### config.mk
export PLATFORM = sky130hd
export DESIGN_NAME = mutex_lock_manager_fifo_handoff_core
export DESIGN_NICKNAME = d
export VERILOG_FILES = /design/src/hw/rtl/mlm_pkg.sv /design/src/hw/rtl/mlm_ram.sv /design/src/hw/rtl/mlm_ctrl.sv /design/src/hw/rtl/mlm_datapath.sv /design/src/hw/rtl/mutex_lock_manager_fifo_handoff_core.sv
export SDC_FILE = /design/constraint.sdc
export NUM_CORES = 2
export LEC_CHECK = 0
export BUFFER_PORTS_ARGS = -buffer_cell sky130_fd_sc_hd__buf_2
export CORE_MARGIN = 5
export CORE_UTILIZATION = 45
export CTS_CLUSTER_SIZE = 25
export DETAILED_ROUTE_END_ITERATION = 12
export PLACE_DENSITY = 0.63
export RECOVER_POWER = 50
export SYNTH_ARGS = -nofsm -noshare
export SYNTH_HDL_FRONTEND = slang
export SYNTH_SLANG_ARGS = --single-unit
### constraint.sdc
create_clock -name clk -period 8.62 [get_ports clk]
set_clock_uncertainty 0.2 [all_clocks]
set_input_delay 1.724 -clock clk [delete_from_list [all_inputs] [get_ports clk]]
set_output_delay 1.724 -clock clk [all_outputs]
set_load 0.01 [all_outputs]
### src/hw/rtl/mlm_pkg.sv
// Shared types and constants for the mutex lock manager.
// Used by mlm_ctrl, mlm_datapath and the top level; depends on nothing.

package mlm_pkg;

  // Fixed field widths of the request and result channels
  localparam int unsigned CMD_W    = 2;
  localparam int unsigned ID_W     = 4;
  localparam int unsigned STATUS_W = 3;
  localparam int unsigned ID_COUNT = 16;

  // Configuration port
  localparam int unsigned PADDR_W  = 3;
  localparam int unsigned PDATA_W  = 32;
  localparam logic        REG_IDX_ENABLED = 1'b0;

  // Request commands
  localparam logic [CMD_W-1:0] CMD_INIT   = 2'd0;
  localparam logic [CMD_W-1:0] CMD_LOCK   = 2'd1;
  localparam logic [CMD_W-1:0] CMD_UNLOCK = 2'd2;

  // Result status codes
  localparam logic [STATUS_W-1:0] ST_OK        = 3'd0;
  localparam logic [STATUS_W-1:0] ST_QUEUED    = 3'd1;
  localparam logic [STATUS_W-1:0] ST_INVALID   = 3'd2;
  localparam logic [STATUS_W-1:0] ST_NOT_OWNER = 3'd3;
  localparam logic [STATUS_W-1:0] ST_REFUSED   = 3'd5;
  localparam logic [STATUS_W-1:0] ST_QFULL     = 3'd6;

  typedef enum logic {
    S_IDLE,
    S_EXEC
  } state_t;

  // Controller to datapath commands
  typedef struct packed {
    logic capture;  // latch request, start wait-queue read
    logic commit;   // update table, load result register
  } ctrl_cmd_t;

endpackage

### src/hw/rtl/mlm_ram.sv
// Generic single-write, single-read RAM with registered read data.
// Holds the per-mutex wait queues; no package dependencies.

module mlm_ram #(
  parameter int unsigned WIDTH = 4,
  parameter int unsigned DEPTH = 256
) (
  input  logic                     clk,
  input  logic                     we,
  input  logic [$clog2(DEPTH)-1:0] waddr,
  input  logic [WIDTH-1:0]         wdata,
  input  logic                     re,
  input  logic [$clog2(DEPTH)-1:0] raddr,
  output logic [WIDTH-1:0]         rdata
);

  logic [WIDTH-1:0] mem [DEPTH];

  always_ff @(posedge clk) begin
    if (we) begin
      mem[waddr] <= wdata;
    end
    if (re) begin
      rdata <= mem[raddr];
    end
  end

endmodule

### src/hw/rtl/mlm_ctrl.sv
// Request sequencer for the mutex lock manager: two-state FSM and result valid.
// Depends on mlm_pkg for the state type and the command struct.

module mlm_ctrl (
  input  logic               clk,
  input  logic               rst,
  input  logic               in_valid,
  output logic               in_ready,
  output logic               out_valid,
  input  logic               out_ready,
  output mlm_pkg::ctrl_cmd_t cmd
);

  mlm_pkg::state_t state, state_next;
  logic            out_valid_next;

  always_ff @(posedge clk) begin
    if (rst) begin
      state     <= mlm_pkg::S_IDLE;
      out_valid <= 1'b0;
    end else begin
      state     <= state_next;
      out_valid <= out_valid_next;
    end
  end

  always_comb begin
    state_next     = state;
    in_ready       = 1'b0;
    cmd.capture    = 1'b0;
    cmd.commit     = 1'b0;
    out_valid_next = out_valid && !out_ready;
    unique case (state)
      mlm_pkg::S_IDLE: begin
        in_ready    = 1'b1;
        cmd.capture = in_valid;
        if (in_valid) begin
          state_next = mlm_pkg::S_EXEC;
        end
      end
      mlm_pkg::S_EXEC: begin
        // hold until the result register is free
        if (!out_valid || out_ready) begin
          cmd.commit     = 1'b1;
          out_valid_next = 1'b1;
          state_next     = mlm_pkg::S_IDLE;
        end
      end
      default: begin
        state_next = mlm_pkg::S_IDLE;
      end
    endcase
  end

  a_capture_to_exec: assert property (@(posedge clk) disable iff (rst)
    cmd.capture |=> state == mlm_pkg::S_EXEC)
    else $error("capture did not move to execute");

  a_valid_from_commit: assert property (@(posedge clk) disable iff (rst)
    $rose(out_valid) |-> $past(cmd.commit))
    else $error("result valid rose without a commit");

  a_stall_holds_exec: assert property (@(posedge clk) disable iff (rst)
    (state == mlm_pkg::S_EXEC && out_valid && !out_ready) |=>
      (state == mlm_pkg::S_EXEC && out_valid))
    else $error("execute left while result still stalled");

  a_no_commit_in_idle: assert property (@(posedge clk) disable iff (rst)
    cmd.commit |-> (state == mlm_pkg::S_EXEC && !cmd.capture))
    else $error("commit outside execute");

endmodule

### src/hw/rtl/mlm_datapath.sv
// Datapath of the mutex lock manager: enable register, mutex table,
// wait-queue RAM and result register. Depends on mlm_pkg and mlm_ram.

module mlm_datapath #(
  parameter int unsigned NUM_MUTEXES = 16,
  parameter int unsigned MAX_WAITERS = 16
) (
  input  logic                          clk,
  input  logic                          rst,
  input  mlm_pkg::ctrl_cmd_t            cmd,
  input  logic [mlm_pkg::CMD_W-1:0]     command,
  input  logic [mlm_pkg::ID_W-1:0]      mutex_id,
  input  logic [mlm_pkg::ID_W-1:0]      thread_id,
  input  logic                          psel,
  input  logic                          penable,
  input  logic                          pwrite,
  input  logic [mlm_pkg::PADDR_W-1:0]   paddr,
  input  logic [mlm_pkg::PDATA_W-1:0]   pwdata,
  output logic [mlm_pkg::PDATA_W-1:0]   prdata,
  output logic [mlm_pkg::STATUS_W-1:0]  status,
  output logic [mlm_pkg::ID_W-1:0]      new_mutex_id,
  output logic                          woken_valid,
  output logic [mlm_pkg::ID_W-1:0]      woken_thread
);

  localparam int unsigned NID_W  = $clog2(NUM_MUTEXES + 1);
  localparam int unsigned CMP_W  = (NID_W > mlm_pkg::ID_W) ? NID_W : mlm_pkg::ID_W;
  localparam int unsigned SLOT_W = (MAX_WAITERS > 1) ? $clog2(MAX_WAITERS) : 1;
  localparam int unsigned CNT_W  = $clog2(MAX_WAITERS + 1);
  localparam int unsigned QDEPTH  = mlm_pkg::ID_COUNT << SLOT_W;
  localparam logic [SLOT_W-1:0] SLOT_LAST = SLOT_W'(MAX_WAITERS - 1);
  localparam logic [CNT_W-1:0]  CNT_FULL  = CNT_W'(MAX_WAITERS);
  localparam logic [NID_W-1:0]  NID_FULL  = NID_W'(NUM_MUTEXES);

  logic                          enabled;
  logic [NID_W-1:0]              next_id;
  logic [mlm_pkg::ID_COUNT-1:0]  locked;
  logic [mlm_pkg::ID_W-1:0]      owner [mlm_pkg::ID_COUNT];
  logic [CNT_W-1:0]              count [mlm_pkg::ID_COUNT];
  logic [SLOT_W-1:0]             head  [mlm_pkg::ID_COUNT];
  logic [SLOT_W-1:0]             tail  [mlm_pkg::ID_COUNT];

  logic [mlm_pkg::CMD_W-1:0]     req_cmd;
  logic [mlm_pkg::ID_W-1:0]      req_m;
  logic [mlm_pkg::ID_W-1:0]      req_t;
  logic [mlm_pkg::ID_W-1:0]      q_rdata;

  logic                          id_valid;
  logic                          do_alloc, do_grant, do_queue, do_handoff, do_free;
  logic [mlm_pkg::STATUS_W-1:0]  res_status;
  logic [SLOT_W-1:0]             head_next, tail_next;

  // Configuration register
  always_ff @(posedge clk) begin
    if (rst) begin
      enabled <= 1'b0;
    end else if (psel && penable && pwrite && paddr[2] == mlm_pkg::REG_IDX_ENABLED) begin
      enabled <= pwdata[0];
    end
  end

  assign prdata = (paddr[2] == mlm_pkg::REG_IDX_ENABLED) ?
                  {{(mlm_pkg::PDATA_W-1){1'b0}}, enabled} : '0;

  // Request latch
  always_ff @(posedge clk) begin
    if (cmd.capture) begin
      req_cmd <= command;
      req_m   <= mutex_id;
      req_t   <= thread_id;
    end
  end

  // Head waiter is fetched at capture so it is ready at commit
  mlm_ram #(
    .WIDTH (mlm_pkg::ID_W),
    .DEPTH (QDEPTH)
  ) u_queue (
    .clk   (clk),
    .we    (cmd.commit && do_queue),
    .waddr ({req_m, tail[req_m]}),
    .wdata (req_t),
    .re    (cmd.capture),
    .raddr ({mutex_id, head[mutex_id]}),
    .rdata (q_rdata)
  );

  assign id_valid  = CMP_W'(req_m) < CMP_W'(next_id);
  assign head_next = (head[req_m] == SLOT_LAST) ? '0 : head[req_m] + 1'b1;
  assign tail_next = (tail[req_m] == SLOT_LAST) ? '0 : tail[req_m] + 1'b1;

  always_comb begin
    do_alloc   = 1'b0;
    do_grant   = 1'b0;
    do_queue   = 1'b0;
    do_handoff = 1'b0;
    do_free    = 1'b0;
    res_status = mlm_pkg::ST_REFUSED;
    unique case (req_cmd)
      mlm_pkg::CMD_INIT: begin
        if (enabled && next_id != NID_FULL) begin
          do_alloc   = 1'b1;
          res_status = mlm_pkg::ST_OK;
        end
      end
      mlm_pkg::CMD_LOCK: begin
        if (!enabled) begin
          res_status = mlm_pkg::ST_REFUSED;
        end else if (!id_valid) begin
          res_status = mlm_pkg::ST_INVALID;
        end else if (locked[req_m]) begin
          if (count[req_m] >= CNT_FULL) begin
            res_status = mlm_pkg::ST_QFULL;
          end else begin
            do_queue   = 1'b1;
            res_status = mlm_pkg::ST_QUEUED;
          end
        end else begin
          do_grant   = 1'b1;
          res_status = mlm_pkg::ST_OK;
        end
      end
      mlm_pkg::CMD_UNLOCK: begin
        if (!id_valid) begin
          res_status = mlm_pkg::ST_INVALID;
        end else if (!locked[req_m] || owner[req_m] != req_t) begin
          res_status = mlm_pkg::ST_NOT_OWNER;
        end else if (count[req_m] != '0) begin
          do_handoff = 1'b1;
          res_status = mlm_pkg::ST_OK;
        end else begin
          do_free    = 1'b1;
          res_status = mlm_pkg::ST_OK;
        end
      end
      default: begin
        res_status = mlm_pkg::ST_REFUSED;
      end
    endcase
  end

  // Mutex table; entries of unallocated ids stay at their reset value,
  // so init needs no clearing
  always_ff @(posedge clk) begin
    if (rst) begin
      next_id <= '0;
      locked  <= '0;
      for (int i = 0; i < mlm_pkg::ID_COUNT; i++) begin
        count[i] <= '0;
        head[i]  <= '0;
        tail[i]  <= '0;
      end
    end else if (cmd.commit) begin
      if (do_alloc) begin
        next_id <= next_id + 1'b1;
      end
      if (do_grant) begin
        locked[req_m] <= 1'b1;
      end
      if (do_free) begin
        locked[req_m] <= 1'b0;
      end
      if (do_queue) begin
        tail[req_m]  <= tail_next;
        count[req_m] <= count[req_m] + 1'b1;
      end
      if (do_handoff) begin
        head[req_m]  <= head_next;
        count[req_m] <= count[req_m] - 1'b1;
      end
    end
  end

  always_ff @(posedge clk) begin
    if (cmd.commit) begin
      if (do_grant) begin
        owner[req_m] <= req_t;
      end else if (do_handoff) begin
        owner[req_m] <= q_rdata;
      end
    end
  end

  // Result register
  always_ff @(posedge clk) begin
    if (cmd.commit) begin
      status       <= res_status;
      new_mutex_id <= do_alloc ? mlm_pkg::ID_W'(CMP_W'(next_id)) : '0;
      woken_valid  <= do_handoff;
      woken_thread <= do_handoff ? q_rdata : '0;
    end
  end

  a_single_action: assert property (@(posedge clk) disable iff (rst)
    $onehot0({do_alloc, do_grant, do_queue, do_handoff, do_free}))
    else $error("more than one table action selected");

  a_queue_bound: assert property (@(posedge clk) disable iff (rst)
    (cmd.commit && do_queue) |=> count[$past(req_m)] <= CNT_FULL)
    else $error("wait count above queue depth");

  a_alloc_bound: assert property (@(posedge clk) disable iff (rst)
    next_id <= NID_FULL)
    else $error("mutex ids handed out beyond table size");

endmodule

### src/hw/rtl/mutex_lock_manager_fifo_handoff_core.sv
// Mutex lock manager: a table of mutexes, each with an owner and a FIFO of
// waiting threads.
//
// Requests arrive on in_valid/in_ready with command (init, lock, unlock),
// mutex_id and thread_id. Each request yields exactly one result on
// out_valid/out_ready: status, new_mutex_id, woken_valid, woken_thread.
// Init hands out mutex ids from 0 upward; lock grants a free mutex or queues
// the caller; unlock by the owner hands it to the head waiter or frees it.
//
// A taken request is latched and starts the registered wait-queue RAM read
// of its head waiter; execute then updates the table and loads the result
// register, raising out_valid. New requests are taken only in idle.
// A stalled result holds in the output register; the next request is still
// taken and waits in execute until the result register frees up.
//
// Reset clears the enable register, the id counter and the per-mutex lock
// flags, counts and queue pointers at once; no clearing pass is needed.
// User writes enable register (APB, offset 0) only while idle; not checked.

module mutex_lock_manager_fifo_handoff_core #(
  parameter int unsigned NUM_MUTEXES = 16,
  parameter int unsigned MAX_WAITERS = 16
) (
  input  logic                          clk,
  input  logic                          rst,
  input  logic                          in_valid,
  output logic                          in_ready,
  input  logic [mlm_pkg::CMD_W-1:0]     command,
  input  logic [mlm_pkg::ID_W-1:0]      mutex_id,
  input  logic [mlm_pkg::ID_W-1:0]      thread_id,
  output logic                          out_valid,
  input  logic                          out_ready,
  output logic [mlm_pkg::STATUS_W-1:0]  status,
  output logic [mlm_pkg::ID_W-1:0]      new_mutex_id,
  output logic                          woken_valid,
  output logic [mlm_pkg::ID_W-1:0]      woken_thread,
  input  logic                          psel,
  input  logic                          penable,
  input  logic                          pwrite,
  input  logic [mlm_pkg::PADDR_W-1:0]   paddr,
  input  logic [mlm_pkg::PDATA_W-1:0]   pwdata,
  output logic [mlm_pkg::PDATA_W-1:0]   prdata,
  output logic                          pready
);

  mlm_pkg::ctrl_cmd_t cmd;

  assign pready = 1'b1;

  mlm_ctrl u_ctrl (
    .clk       (clk),
    .rst       (rst),
    .in_valid  (in_valid),
    .in_ready  (in_ready),
    .out_valid (out_valid),
    .out_ready (out_ready),
    .cmd       (cmd)
  );

  mlm_datapath #(
    .NUM_MUTEXES (NUM_MUTEXES),
    .MAX_WAITERS (MAX_WAITERS)
  ) u_datapath (
    .clk          (clk),
    .rst          (rst),
    .cmd          (cmd),
    .command      (command),
    .mutex_id     (mutex_id),
    .thread_id    (thread_id),
    .psel         (psel),
    .penable      (penable),
    .pwrite       (pwrite),
    .paddr        (paddr),
    .pwdata       (pwdata),
    .prdata       (prdata),
    .status       (status),
    .new_mutex_id (new_mutex_id),
    .woken_valid  (woken_valid),
    .woken_thread (woken_thread)
  );

endmodule

==> impl_metrics.json <==
{
  "die_w_um": 366,
  "synth_edf_count": 1322,
  "die_y_um": 366,
  "drcViolationCount": 0,
  "synthDistinctLibCells": 82,
  "arrival_ns": 7.64,
  "worstSkewPairLatency_ns": 0.78,
  "rrSetupSlack_ns": 1.50,
  "fin_area_um2": 62900,
  "cts.sinks": 1350,
  "hold_class": "reg2reg",
  "cp.depth": 13,
  "r2r-end": "u_datapath.count[13][4]",
  "timing.final.crit_share_pct": 83.8,
  "yosysWarnings": 0,
  "vias": 35200,
  "cts_htree_levels": 4,
  "synth_area_leaders": "edfxtp_1 70%, mux4_2 5.0%, nand2_1 3.6%",
  "cp_top_family": "buffers and inverters",
  "maxCapViolCount": 12,
  "final-hold-violation-count": 0,
  "placed_cell_area_um2": 58700,
  "drt_iter0_markers": 4054,
  "ctsHoldBuffers": 0,
  "io_pins": 99,
  "drv_slew": 834,
  "yosysTopAreaCellShare_pct": 69.7,
  "final_cell_mix": "1322 x edfxtp_1, 528 x nand2_1, 528 x nor2_1, 192 x a21oi_1, 151 x a211oi_1",
  "outcome": "finished with violations",
  "p_leak_nw": 20.5,
  "core_um2": 126000,
  "fin_setup_tns_ns": 0,
  "synth_seq_cells": 1350,
  "cts.clk_slew.worst_paths_ns": 0.06,
  "finalCriticalPeriod_ns": 7.23,
  "final_antenna_net_count": 0,
  "power_per_cell_area_nw_per_um2": 234,
  "first_pass_iters": 6,
  "cp_slowest_cell": "clkbuf_1",
  "final_util_pct": 50.0,
  "globalplace.congestion": 0.843,
  "track_usage_pct": 22.5,
  "r2r.worst_path.cells": 8,
  "startpoint_type": "primary input",
  "synth_top_cell_by_area": "edfxtp_1",
  "critPathCaptureType": "flop",
  "final-setup-viol-count": 0,
  "critPathMaxFanout": 66,
  "crit_buf_inv": 3,
  "wl_per_cell_um": 26.7,
  "die-area_um2": 134000,
  "crit_chain": "clkbuf_1, clkbuf_1, nand2_1, o22ai_1, o21ai_4, nand2_4, buf_12, nand2_1, o22ai_1, nor4_1, or4_1, o211ai_1, o311a_1",
  "post_cts_buffers": 0,
  "tightest_slew_ns": 4.23,
  "routed_wl_mm": 155,
  "synth_area_per_cell_um2": 14.1,
  "hpwlAfterDp_mm": 93.9,
  "ctsLongestPathBuffers": 3,
  "synth_async_sr_flop_share_pct": 0,
  "synth_top_flop_cell": "edfxtp_1",
  "drive_gt1_share_pct": 11.2,
  "antenna_found_initial": 4,
  "via_per_inst": 6.08,
  "synth_area_um2": 56900,
  "crit_start": "mutex_id[1]",
  "grt-ovfl-total": 0,
  "fin_nets": 4090,
  "root_buffer": "clkbuf_16",
  "cts-resized-gates": 0,
  "required_ns": 9.03,
  "area_growth_pct": 10.5,
  "synth-seq-area-share_pct": 70.7,
  "grt_pass1_wl_mm": 226,
  "cts_tree": "yes",
  "ir_worst_vdd_mv": 0.179,
  "final_common_cell": "edfxtp_1",
  "synth_cells": 4047,
  "initial_core_util_pct": 45.3,
  "cts_buffers": 138,
  "timing.hold.ws_ns": 0.310,
  "crit_type": "in2reg",
  "relSlewSlack_pct": -182,
  "numPortBuffers": 33,
  "grt_start_max_net_pins": 193,
  "cpPeakStageDelay_ns": 0.93,
  "grt_pass1_vias": 34400,
  "rsz0062_at_grt": "no",
  "placementRows": 130,
  "fillCellCount": 10600,
  "critPathCapture": "u_datapath.u_queue.rdata[2]",
  "violations": "capacitance limit, slew limit",
  "max_freq_ghz": 0.138
}
final cells by class:
type	instances	area (um^2)	share of cell area (%)
sequential	1350	40300	64.0
multi-input combinational	2393	15300	24.3
clock buffer	170	3650	5.80
tap	1650	2060	3.28
timing repair buffer	125	890	1.41
clock inverter	74	679	1.08
inverter	19	71.3	0.113
antenna	1	2.50	0.00398
flip-flops by register name, indices dropped and copies added (netlist names), 5 cells and up, named ones only:
name / count
u_datapath.locked: 16
u_datapath.owner: 64
u_datapath.next_id: 5
u_datapath.tail: 64
u_datapath.count: 80
u_datapath.u_queue.mem: 1024
u_datapath.head: 64
worst min-delay path by stage:
stage | start | to | slack [ns] | depth (start not counted)
final | u_ctrl.out_valid | u_ctrl.out_valid | 0.31 | 2
after global routing | u_datapath.locked[6] | u_datapath.locked[6] | 0.33 | 2
after CTS | u_ctrl.out_valid | u_ctrl.out_valid | 0.31 | 2
after detailed placement | u_ctrl.out_valid | u_ctrl.out_valid | 0.30 | 2
after global placement | u_ctrl.out_valid | u_ctrl.out_valid | 0.29 | 2
after floorplan | u_ctrl.state | u_ctrl.state | 0.28 | 2
Yosys cell counts, drive strengths merged, types with 19 or more instances:
cell and n:
a211oi 151, a21oi 194, a22oi 32, a311oi 36, a31oi 39, and3 113
buf 163, clkbuf 152, dfxtp 28, edfxtp 1322, inv 19, mux2 26
mux2i 94, mux4 127, nand2 541, nand2b 59, nand3 64, nor2 531
nor3 47, nor4 24, o21ai 35, o22ai 19
worst min-delay path: cells and delay by family, from the launching register on:
kind             cells  cell delay [ns]
flip-flops           1             0.31
AO/OA/AOI/OAI        1             0.07
AND/OR/NAND/NOR      1             0.09
per-stage QoR:
step	cells	power, mW	setup WS (ns)
floorplan	4077	8.46	2.29
global placement	5537	9.02	1.48
detailed placement	5537	9.04	1.45
CTS	5781	14.8	2.29
global route	5781	15.2	1.15
finish	5782	14.7	1.39
power breakdown:
part | switching (mW) | leakage, nW | internal, mW
Combinational | 1.14 | 5.96 | 0.462
Sequential | 0.0475 | 12.4 | 7.27
Clock | 2.50 | 2.10 | 3.29
Total | 3.69 | 20.5 | 11.0
kinds of logic after synthesis:
group	after synthesis	synth area share [%]
buffers and inverters	334	2.79
multiplexers	247	7.21
XOR/XNOR	14	0.275
flip-flops	1350	70.7
other	2	0.0132
AND/OR/NAND/NOR	1443	11.0
AO/OA/AOI/OAI	646	7.73
adder cells (fa/ha/maj)	11	0.242
layer usage:
layer | part of all wire [%] | global-route usage [%]
met1 | 40 | 30.9
met2 | 47 | 35.9
met3 | 8.9 | 4.29
met4 | 3.9 | 8.55
met5 | 0 | 0
(Power assumes the default switching activity.)
